File: src/rtl/core/pulse_oximeter_spo2_bpm_unit_defines.svh
// assertion macros used by the top-level unit
`ifndef PULSE_OXIMETER_SPO2_BPM_UNIT_DEFINES_SVH
`define PULSE_OXIMETER_SPO2_BPM_UNIT_DEFINES_SVH

`ifndef SYNTHESIS
// property must hold at every edge out of reset
`define POS_ASSERT(name, prop, msg) \
   name: assert property (@(posedge clock) disable iff (reset) prop) else $error(msg);
// condition must never be seen out of reset
`define POS_NEVER(name, cond, msg) \
   name: assert property (@(posedge clock) disable iff (reset) !(cond)) else $error(msg);
`else
`define POS_ASSERT(name, prop, msg)
`define POS_NEVER(name, cond, msg)
`endif

`endif

File: src/rtl/core/pos_pkg.sv
package pos_pkg;

   // field widths
   localparam int SAMPLE_BITS = 16;
   localparam int COUNT_BITS  = 16;
   localparam int DC_BITS     = 16;
   localparam int NUM_BITS    = 20;
   localparam int SPO2_BITS   = 7;
   localparam int RATE_BITS   = 8;

   // ratio in unsigned Q4.12
   localparam int RATIO_BITS = 16;
   localparam int FRAC_BITS  = 12;

   // divider sizing
   localparam int PROD_W = SAMPLE_BITS + DC_BITS;
   localparam int DIV_W  = PROD_W + RATIO_BITS;
   localparam int QCNT_W = $clog2(RATIO_BITS);

   // spo2 line fit
   localparam int SPO2_ACC_W = 24;
   localparam int SPO2_INT_W = SPO2_ACC_W - FRAC_BITS;

   localparam logic [NUM_BITS-1:0]   NUM_RESET  = NUM_BITS'(30303);
   localparam logic [RATIO_BITS-1:0] R_LOW      = RATIO_BITS'(1638);
   localparam logic [RATIO_BITS-1:0] Q_ONE      = RATIO_BITS'(4096);
   localparam logic [SPO2_ACC_W-1:0] BAND_BASE  = SPO2_ACC_W'(110 * 4096);
   localparam logic [SPO2_ACC_W-1:0] BAND_SLOPE = SPO2_ACC_W'(25);
   localparam logic [SPO2_ACC_W-1:0] OUT_BASE   = SPO2_ACC_W'(113 * 4096);
   localparam logic [SPO2_ACC_W-1:0] OUT_SLOPE  = SPO2_ACC_W'(35);
   localparam logic [SPO2_BITS-1:0]  SPO2_MAX   = SPO2_BITS'(100);
   localparam logic [RATE_BITS-1:0]  RATE_MAX   = '1;
   localparam logic [1:0]            CROSS_CLOSE   = 2'd3;
   localparam logic [1:0]            CROSS_RESTART = 2'd1;

   typedef enum logic [3:0] {
      ST_IDLE,
      ST_MUL,
      ST_RDIV,
      ST_RWAIT,
      ST_SPO2,
      ST_CROSS,
      ST_BWAIT,
      ST_RATE,
      ST_DONE
   } pos_state_type;

   typedef struct packed {
      logic load;
      logic mul;
      logic div_start;
      logic div_rate;
      logic spo2_wr;
      logic cross_wr;
      logic rate_wr;
      logic out_wr;
   } pos_cmd_type;

   typedef struct packed {
      logic err;
      logic close;
      logic div_busy;
      logic div_done;
      logic out_free;
   } pos_stat_type;

endpackage

File: src/rtl/core/pulse_oximeter_spo2_bpm_unit.sv
// Pulse oximeter unit: each request carries one red/infrared AC and DC sample and
// yields one response with SpO2 (ratio of ratios in Q4.12, line fit, clamped 0..100,
// held when a DC value or the infrared peak-to-peak is zero) and the heart rate,
// recomputed as bpm_numerator / period samples (saturated to 255) whenever a third
// red AC zero crossing closes a period. Requests are taken one at a time and use the
// shared 16-step restoring divider for the ratio and, when a period closes, for the
// rate. A zero DC value or infrared peak-to-peak skips the ratio pass. A finished
// response waits in an output register, so the next request can be accepted before
// it is taken. Write bpm_numerator only while no request is in flight.
`include "pulse_oximeter_spo2_bpm_unit_defines.svh"

module pulse_oximeter_spo2_bpm_unit
   import pos_pkg::*;
(
   input  logic                          clock,
   input  logic                          reset,
   input  logic                          req_valid,
   output logic                          req_ready,
   input  logic signed [SAMPLE_BITS-1:0] req_red_ac,
   input  logic signed [SAMPLE_BITS-1:0] req_ir_ac,
   input  logic [DC_BITS-1:0]            req_red_dc,
   input  logic [DC_BITS-1:0]            req_ir_dc,
   output logic                          rsp_valid,
   input  logic                          rsp_ready,
   output logic [SPO2_BITS-1:0]          rsp_spo2_percent,
   output logic [RATE_BITS-1:0]          rsp_heart_rate,
   output logic                          rsp_rate_updated,
   output logic                          rsp_ratio_error,
   input  logic                          csr_wr_en,
   input  logic [NUM_BITS-1:0]           csr_wr_data
);

   pos_cmd_type  cmd;
   pos_stat_type stat;
   logic         req_fire;

   assign req_fire = req_valid && req_ready;

   // sequencer
   pos_ctrl u_ctrl (
      .clock     (clock),
      .reset     (reset),
      .req_valid (req_valid),
      .req_ready (req_ready),
      .stat      (stat),
      .cmd       (cmd)
   );

   // state, arithmetic and response register
   pos_datapath u_datapath (
      .clock            (clock),
      .reset            (reset),
      .cmd              (cmd),
      .stat             (stat),
      .req_red_ac       (req_red_ac),
      .req_ir_ac        (req_ir_ac),
      .req_red_dc       (req_red_dc),
      .req_ir_dc        (req_ir_dc),
      .csr_wr_en        (csr_wr_en),
      .csr_wr_data      (csr_wr_data),
      .rsp_valid        (rsp_valid),
      .rsp_ready        (rsp_ready),
      .rsp_spo2_percent (rsp_spo2_percent),
      .rsp_heart_rate   (rsp_heart_rate),
      .rsp_rate_updated (rsp_rate_updated),
      .rsp_ratio_error  (rsp_ratio_error)
   );

   // checks
   `POS_ASSERT(a_one_request_at_a_time, req_fire |=> !req_ready, "request taken while busy")
   `POS_NEVER(a_div_start_while_busy, cmd.div_start && stat.div_busy, "divider restarted")
   `POS_ASSERT(a_spo2_in_range, rsp_valid |-> (rsp_spo2_percent <= SPO2_MAX), "spo2 above 100")

endmodule

File: src/rtl/core/pos_div.sv
module pos_div
   import pos_pkg::*;
(
   input  logic                  clock,
   input  logic                  reset,
   input  logic                  start,
   input  logic [DIV_W-1:0]      dividend,
   input  logic [PROD_W-1:0]     divisor,
   output logic                  busy,
   output logic                  done,
   output logic [RATIO_BITS-1:0] quotient
);

   logic                  busy_ff, busy_in;
   logic                  done_ff, done_in;
   logic [QCNT_W-1:0]     cnt_ff, cnt_in;
   logic [DIV_W-1:0]      rem_ff, rem_in;
   logic [DIV_W-1:0]      dsh_ff, dsh_in;
   logic [RATIO_BITS-1:0] quo_ff, quo_in;
   logic                  ge;
   logic                  last;

   // one restoring step a cycle, quotient bit from the top down
   assign ge   = rem_ff >= dsh_ff;
   assign last = cnt_ff == QCNT_W'(RATIO_BITS - 1);

   always_comb begin
      busy_in = busy_ff;
      done_in = 1'b0;
      cnt_in  = cnt_ff;
      rem_in  = rem_ff;
      dsh_in  = dsh_ff;
      quo_in  = quo_ff;
      if (start) begin
         busy_in = 1'b1;
         cnt_in  = '0;
         rem_in  = dividend;
         dsh_in  = {1'b0, divisor, {(RATIO_BITS - 1){1'b0}}};
         quo_in  = '0;
      end else if (busy_ff) begin
         rem_in = ge ? rem_ff - dsh_ff : rem_ff;
         dsh_in = dsh_ff >> 1;
         quo_in = {quo_ff[RATIO_BITS-2:0], ge};
         cnt_in = cnt_ff + QCNT_W'(1);
         if (last) begin
            busy_in = 1'b0;
            done_in = 1'b1;
         end
      end
   end

   // control
   always_ff @(posedge clock) begin
      if (reset) begin
         busy_ff <= 1'b0;
         done_ff <= 1'b0;
      end else begin
         busy_ff <= busy_in;
         done_ff <= done_in;
      end
   end

   // working registers
   always_ff @(posedge clock) begin
      cnt_ff <= cnt_in;
      rem_ff <= rem_in;
      dsh_ff <= dsh_in;
      quo_ff <= quo_in;
   end

   assign busy     = busy_ff;
   assign done     = done_ff;
   assign quotient = quo_ff;

endmodule

File: src/rtl/core/pos_datapath.sv
module pos_datapath
   import pos_pkg::*;
(
   input  logic                          clock,
   input  logic                          reset,
   input  pos_cmd_type                   cmd,
   output pos_stat_type                  stat,
   input  logic signed [SAMPLE_BITS-1:0] req_red_ac,
   input  logic signed [SAMPLE_BITS-1:0] req_ir_ac,
   input  logic [DC_BITS-1:0]            req_red_dc,
   input  logic [DC_BITS-1:0]            req_ir_dc,
   input  logic                          csr_wr_en,
   input  logic [NUM_BITS-1:0]           csr_wr_data,
   output logic                          rsp_valid,
   input  logic                          rsp_ready,
   output logic [SPO2_BITS-1:0]          rsp_spo2_percent,
   output logic [RATE_BITS-1:0]          rsp_heart_rate,
   output logic                          rsp_rate_updated,
   output logic                          rsp_ratio_error
);

   logic [NUM_BITS-1:0]           num_ff;
   logic [DC_BITS-1:0]            rdc_ff, idc_ff;
   logic signed [SAMPLE_BITS-1:0] red_max_ff, red_min_ff, ir_max_ff, ir_min_ff;
   logic signed [SAMPLE_BITS-1:0] prev_ff;
   logic                          cross_ff, cross_in;
   logic [1:0]                    cnt_ff, cnt_next;
   logic [COUNT_BITS-1:0]         period_ff;
   logic [RATE_BITS-1:0]          last_rate_ff;
   logic [SPO2_BITS-1:0]          last_spo2_ff, spo2_in;
   logic                          err_ff, err_in;
   logic                          upd_ff;
   logic                          sat_ff, sat_in;
   logic [PROD_W-1:0]             prod_ff, prod_in;
   logic [PROD_W-1:0]             den_ff, den_in;
   logic                          rsp_valid_ff, rsp_valid_in;
   logic [SPO2_BITS-1:0]          rsp_spo2_ff;
   logic [RATE_BITS-1:0]          rsp_rate_ff;
   logic                          rsp_upd_ff, rsp_err_ff;

   logic [SAMPLE_BITS-1:0]        ptp_r, ptp_i;
   logic                          prev_neg, prev_pos, cur_neg, cur_pos;
   logic [DIV_W-1:0]              ratio_num, rate_num;
   logic                          sat_ratio, sat_rate;
   logic [DIV_W-1:0]              div_dividend;
   logic [PROD_W-1:0]             div_divisor;
   logic                          div_busy, div_done;
   logic [RATIO_BITS-1:0]         div_quo;
   logic [RATIO_BITS-1:0]         ratio;
   logic                          inband;
   logic [SPO2_ACC_W-1:0]         r_ext;
   logic signed [SPO2_ACC_W-1:0]  acc;
   logic [SPO2_INT_W-1:0]         spo2_int;

   // peak to peak of both ac channels, peaks always straddle zero
   assign ptp_r = red_max_ff - red_min_ff;
   assign ptp_i = ir_max_ff - ir_min_ff;

   // zero crossing of red ac against the previous sample
   assign prev_neg = prev_ff[SAMPLE_BITS-1];
   assign prev_pos = !prev_ff[SAMPLE_BITS-1] && (prev_ff != '0);
   assign cur_neg  = req_red_ac[SAMPLE_BITS-1];
   assign cur_pos  = !req_red_ac[SAMPLE_BITS-1] && (req_red_ac != '0);
   assign cross_in = (prev_neg && cur_pos) || (prev_pos && cur_neg) || (req_red_ac == '0);

   // crossing count and period close
   assign cnt_next = cross_ff ? cnt_ff + 2'd1 : cnt_ff;

   // ratio products
   assign prod_in = PROD_W'(ptp_r) * PROD_W'(idc_ff);
   assign den_in  = PROD_W'(rdc_ff) * PROD_W'(ptp_i);
   assign err_in  = (rdc_ff == '0) || (idc_ff == '0) || (ptp_i == '0);

   // saturation checks before the divider runs
   assign ratio_num = DIV_W'({prod_ff, {FRAC_BITS{1'b0}}});
   assign rate_num  = DIV_W'(num_ff);
   assign sat_ratio = ratio_num >= {den_ff, {RATIO_BITS{1'b0}}};
   assign sat_rate  = rate_num >= DIV_W'({period_ff, {RATE_BITS{1'b0}}});
   assign sat_in    = cmd.div_rate ? sat_rate : sat_ratio;

   assign div_dividend = cmd.div_rate ? rate_num : ratio_num;
   assign div_divisor  = cmd.div_rate ? PROD_W'(period_ff) : den_ff;

   pos_div u_div (
      .clock    (clock),
      .reset    (reset),
      .start    (cmd.div_start),
      .dividend (div_dividend),
      .divisor  (div_divisor),
      .busy     (div_busy),
      .done     (div_done),
      .quotient (div_quo)
   );

   // spo2 from the ratio, two line fits
   assign ratio    = sat_ff ? '1 : div_quo;
   assign inband   = (ratio >= R_LOW) && (ratio <= Q_ONE);
   assign r_ext    = SPO2_ACC_W'(ratio);
   assign acc      = inband ? BAND_BASE - r_ext * BAND_SLOPE : OUT_BASE - r_ext * OUT_SLOPE;
   assign spo2_int = acc[SPO2_ACC_W-1:FRAC_BITS];
   always_comb begin
      if (acc[SPO2_ACC_W-1] || (acc == '0)) begin
         spo2_in = '0;
      end else if (spo2_int > SPO2_INT_W'(SPO2_MAX)) begin
         spo2_in = SPO2_MAX;
      end else begin
         spo2_in = spo2_int[SPO2_BITS-1:0];
      end
   end

   // output slot
   assign rsp_valid_in = cmd.out_wr ? 1'b1 : (rsp_ready ? 1'b0 : rsp_valid_ff);

   // block state with reset values
   always_ff @(posedge clock) begin
      if (reset) begin
         num_ff       <= NUM_RESET;
         red_max_ff   <= '0;
         red_min_ff   <= '0;
         ir_max_ff    <= '0;
         ir_min_ff    <= '0;
         prev_ff      <= '0;
         cnt_ff       <= '0;
         period_ff    <= '0;
         last_rate_ff <= '0;
         last_spo2_ff <= '0;
         rsp_valid_ff <= 1'b0;
      end else begin
         rsp_valid_ff <= rsp_valid_in;
         if (csr_wr_en) begin
            num_ff <= csr_wr_data;
         end
         if (cmd.load) begin
            if (req_red_ac > red_max_ff) red_max_ff <= req_red_ac;
            if (req_red_ac < red_min_ff) red_min_ff <= req_red_ac;
            if (req_ir_ac > ir_max_ff) ir_max_ff <= req_ir_ac;
            if (req_ir_ac < ir_min_ff) ir_min_ff <= req_ir_ac;
            prev_ff <= req_red_ac;
            if (period_ff != '1) begin
               period_ff <= period_ff + COUNT_BITS'(1);
            end
         end
         if (cmd.spo2_wr) begin
            last_spo2_ff <= spo2_in;
         end
         if (cmd.cross_wr) begin
            cnt_ff <= (cnt_next == CROSS_CLOSE) ? CROSS_RESTART : cnt_next;
         end
         if (cmd.rate_wr) begin
            last_rate_ff <= sat_ff ? RATE_MAX : div_quo[RATE_BITS-1:0];
            period_ff    <= '0;
            red_max_ff   <= '0;
            red_min_ff   <= '0;
            ir_max_ff    <= '0;
            ir_min_ff    <= '0;
         end
      end
   end

   // per request working values
   always_ff @(posedge clock) begin
      if (cmd.load) begin
         rdc_ff   <= req_red_dc;
         idc_ff   <= req_ir_dc;
         cross_ff <= cross_in;
         upd_ff   <= 1'b0;
      end
      if (cmd.mul) begin
         prod_ff <= prod_in;
         den_ff  <= den_in;
         err_ff  <= err_in;
      end
      if (cmd.div_start) begin
         sat_ff <= sat_in;
      end
      if (cmd.rate_wr) begin
         upd_ff <= 1'b1;
      end
      if (cmd.out_wr) begin
         rsp_spo2_ff <= last_spo2_ff;
         rsp_rate_ff <= last_rate_ff;
         rsp_upd_ff  <= upd_ff;
         rsp_err_ff  <= err_ff;
      end
   end

   // status to the controller
   assign stat.err      = err_ff;
   assign stat.close    = cnt_next == CROSS_CLOSE;
   assign stat.div_busy = div_busy;
   assign stat.div_done = div_done;
   assign stat.out_free = !rsp_valid_ff || rsp_ready;

   assign rsp_valid        = rsp_valid_ff;
   assign rsp_spo2_percent = rsp_spo2_ff;
   assign rsp_heart_rate   = rsp_rate_ff;
   assign rsp_rate_updated = rsp_upd_ff;
   assign rsp_ratio_error  = rsp_err_ff;

endmodule

File: src/rtl/core/pos_ctrl.sv
module pos_ctrl
   import pos_pkg::*;
(
   input  logic         clock,
   input  logic         reset,
   input  logic         req_valid,
   output logic         req_ready,
   input  pos_stat_type stat,
   output pos_cmd_type  cmd
);

   pos_state_type state_ff, state_in;

   // state register
   always_ff @(posedge clock) begin
      if (reset) begin
         state_ff <= ST_IDLE;
      end else begin
         state_ff <= state_in;
      end
   end

   // next state and commands
   always_comb begin
      state_in  = state_ff;
      cmd       = '0;
      req_ready = 1'b0;
      case (state_ff)
         ST_IDLE: begin
            req_ready = 1'b1;
            if (req_valid) begin
               cmd.load = 1'b1;
               state_in = ST_MUL;
            end
         end
         ST_MUL: begin
            cmd.mul  = 1'b1;
            state_in = ST_RDIV;
         end
         ST_RDIV: begin
            if (stat.err) begin
               state_in = ST_CROSS;
            end else begin
               cmd.div_start = 1'b1;
               state_in      = ST_RWAIT;
            end
         end
         ST_RWAIT: begin
            if (stat.div_done) begin
               state_in = ST_SPO2;
            end
         end
         ST_SPO2: begin
            cmd.spo2_wr = 1'b1;
            state_in    = ST_CROSS;
         end
         ST_CROSS: begin
            cmd.cross_wr = 1'b1;
            if (stat.close) begin
               cmd.div_start = 1'b1;
               cmd.div_rate  = 1'b1;
               state_in      = ST_BWAIT;
            end else begin
               state_in = ST_DONE;
            end
         end
         ST_BWAIT: begin
            if (stat.div_done) begin
               state_in = ST_RATE;
            end
         end
         ST_RATE: begin
            cmd.rate_wr = 1'b1;
            state_in    = ST_DONE;
         end
         ST_DONE: begin
            if (stat.out_free) begin
               cmd.out_wr = 1'b1;
               state_in   = ST_IDLE;
            end
         end
         default: begin
            state_in = ST_IDLE;
         end
      endcase
   end

endmodule
File: config.mk
export PLATFORM = sky130hd
export DESIGN_NAME = pulse_oximeter_spo2_bpm_unit
export DESIGN_NICKNAME = d
export VERILOG_FILES = /design/src/rtl/core/pos_pkg.sv /design/src/rtl/core/pulse_oximeter_spo2_bpm_unit.sv /design/src/rtl/core/pos_div.sv /design/src/rtl/core/pos_datapath.sv /design/src/rtl/core/pos_ctrl.sv
export VERILOG_INCLUDE_DIRS = /design/src /design/src/rtl/core
export SDC_FILE = /design/constraint.sdc
export NUM_CORES = 2
export LEC_CHECK = 0
export ABC_AREA = 1
export BUFFER_PORTS_ARGS = -buffer_cell sky130_fd_sc_hd__buf_2
export CORE_UTILIZATION = 53
export DETAILED_ROUTE_END_ITERATION = 16
export PLACE_DENSITY = 0.81
export SLEW_MARGIN = 30
export SYNTH_ARGS = -nofsm -noshare
export SYNTH_HDL_FRONTEND = slang
export SYNTH_HIERARCHICAL = 1
export SYNTH_SLANG_ARGS = --single-unit
export TNS_END_PERCENT = 50
File: constraint.sdc
create_clock -name clock -period 10.3 [get_ports clock]
set_clock_uncertainty 0.2 [all_clocks]
set_input_delay 1.03 -clock clock [delete_from_list [all_inputs] [get_ports clock]]
set_output_delay 1.03 -clock clock [all_outputs]
set_load 0.02 [all_outputs]
==> results.json <==
{
  "status": "finished clean",
  "finalSetupTns_ns": 0,
  "slew_violations": 0,
  "worst_pin_slew_ns": 1.03,
  "path_buf_inv": 8,
  "syn_avg_cell_area_um2": 7.49,
  "synth_cells": 5888,
  "rsz0062_at_grt": "false",
  "fp.dieH_um": 290,
  "period_share_pct": 81.5,
  "drive_gt1_share_pct": 6.47,
  "coreArea_mm2": 0.0822,
  "whs_path_depth": 0,
  "cp-start-kind": "register",
  "path_clk_slew_ns": 0.06,
  "initial_core_util_pct": 53.6,
  "drt-total-wl_um": 120000,
  "criticalPathCategory": "register to register",
  "rows": 105,
  "grt_max_degree": 91,
  "top_usage_layer": "met2",
  "cpMaxStageDelayCell": "fa_1",
  "insertion_delay_ns": 0.60,
  "yosys_warnings": 6,
  "ctsRootBufferMaster": "clkbuf_16",
  "whs_ns": 0.229,
  "cts_hold_buf": 0,
  "arrival_ns": 8.55,
  "setup_viol": 0,
  "globalRouteMet1Util_pct": 37.7,
  "grt-ovfl-total": 0,
  "period_needed_ns": 8.40,
  "die-area_mm2": 0.0844,
  "finalHoldViolCount": 0,
  "clk_path_buf_depth": 3,
  "cts_buffers": 43,
  "gp_congestion": 1.02,
  "grt_antenna_before_repair": 2,
  "h-tree-depth": 2,
  "routed-via-count": 38000,
  "instances_no_fill": 7041,
  "drtIter0Drc": 3229,
  "crit_fanout": 10,
  "whs_endpoint": "u_datapath/rsp_rate_updated$_DFFE_PP_",
  "required_ns": 10.45,
  "critPathMaxStageDelay_ns": 0.54,
  "hold_path_class": "register to register",
  "ant_nets": 0,
  "port-buffer-count": 107,
  "drt_first_pass_iters": 5,
  "dpl.hpwl_um": 97400,
  "wl_per_cell_um": 17.1,
  "reg2reg_slack_ns": 1.90,
  "boundaryPins": 108,
  "drc": 0,
  "post_cts_buffers": 0,
  "die_x_um": 290,
  "r2r_start": "u_datapath/red_max_ff[0]$_SDFFE_PP0P_",
  "grt_first_pass_wirelength_um": 194000,
  "rr_endpoint": "u_datapath/prod_ff[26]$_DFFE_PP_",
  "crit_path_end_kind": "register",
  "ctsResizeCount": 0,
  "clkSinkCount": 372,
  "cp_top_family": "adder cells",
  "place_ws_ns": 2.04,
  "fmax_ghz": 0.119,
  "worst-r2r-cell-count": 35,
  "placedCellCount": 6960,
  "max-cap-violations": 0,
  "nets": 6953,
  "areaGrowthSynthToFinish_pct": 6.92,
  "maxSlewHeadroom_pct": 31.0,
  "fin_ws_ns": 1.90,
  "grt_use_met2_pct": 46.7,
  "grt_pass1_vias": 37600,
  "min_from": "u_datapath/upd_ff$_SDFFE_PP1P_",
  "vias_per_cell": 5.39,
  "cts_tree": "built",
  "grt_usage_pct": 28.6,
  "grtUsageMet3_pct": 5.19,
  "crit_top_cell": "nand2_1",
  "synthesis.area_mm2": 0.0441
}
[worst reg2reg max path, delay by kind of cell (launching register included)]
| family | cells | cell delay [ns] |
|---|---|---|
| fa+ha+maj | 9 | 3.82 |
| compound gates | 7 | 1.64 |
| simple gates | 11 | 1.39 |
| buf+inv | 8 | 0.80 |
| flops | 1 | 0.32 |
[worst max path at each step]
stage | from | end | slack (ns) | cells after the start
2_1_floorplan | u_datapath/red_max_ff[0]$_SDFFE_PP0P_ | u_datapath/prod_ff[29]$_DFFE_PP_ | 2.90 | 37
3_3_place_gp | u_datapath/ir_min_ff[2]$_SDFFE_PP0P_ | u_datapath/den_ff[29]$_DFFE_PP_ | 2.14 | 39
3_5_place_dp | u_datapath/red_max_ff[0]$_SDFFE_PP0P_ | u_datapath/prod_ff[26]$_DFFE_PP_ | 2.04 | 35
4_1_cts | u_datapath/ir_min_ff[2]$_SDFFE_PP0P_ | u_datapath/den_ff[29]$_DFFE_PP_ | 1.97 | 39
5_1_grt | u_datapath/ir_min_ff[1]$_SDFFE_PP0P_ | u_datapath/den_ff[29]$_DFFE_PP_ | 1.28 | 39
6_report | u_datapath/red_max_ff[0]$_SDFFE_PP0P_ | u_datapath/prod_ff[26]$_DFFE_PP_ | 1.90 | 35
[placed cells by master, fill, tap and decap left out, types with 19 or more instances in the layout]
cell,instances
nand2_1,1401
nand3_1,215
nor4_1,20
clkinv_1,20
nor2_2,40
buf_4,19
nor2_1,521
xnor2_1,41
inv_1,1284
o22ai_1,28
o21ai_0,202
nand4_1,58
dfxtp_1,176
nand2_2,38
edfxtp_1,196
inv_2,20
nand3b_1,23
or2_2,52
ha_1,502
clkbuf_16,46
fa_1,426
nor3_1,42
a21oi_1,256
xor2_1,52
buf_2,107
[layout make-up]
cell class | count | area (µm²)
Antenna cell | 2 | 5.00
Clock buffer | 55 | 1240
Clock inverter | 23 | 215
Fill cell | 7494 | 35100
Inverter | 1322 | 4970
Multi-Input combinational cell | 4070 | 29300
Sequential cell | 372 | 9410
Tap cell | 1070 | 1340
Timing Repair Buffer | 127 | 698
[per-layer routing]
layer	share of wire, %	routed length [µm]	vias up
li1	-	-	18300
met1	42	50100	17700
met2	46	54800	1621
met3	8.6	10300	321
met4	4.1	4900	2
met5	0.0083	10	-
[state kept, by name (all words and copies together), names as in the netlist, 16 cells and up]
signal and count:
u_datapath/u_div/rem_ff 48, u_datapath/u_div/dsh_ff 47, u_datapath/den_ff 32, u_datapath/prod_ff 32
u_datapath/num_ff 20, u_datapath/idc_ff 16, u_datapath/ir_max_ff 16, u_datapath/ir_min_ff 16
u_datapath/period_ff 16, u_datapath/prev_ff 16, u_datapath/rdc_ff 16, u_datapath/red_max_ff 16
u_datapath/red_min_ff 16, u_datapath/u_div/quotient 16
[per-stage QoR]
step | util, % | cell area, µm²
2_1_floorplan | - | 44100
3_3_place_gp | 55.5 | 45700
3_5_place_dp | 55.5 | 45700
4_1_cts | 57.3 | 47100
5_1_grt | 57.3 | 47200
6_report | 57.3 | 47200
Power is not shown: default switching activity piles up to over one toggle a cycle in this logic, so the estimate is an artifact.
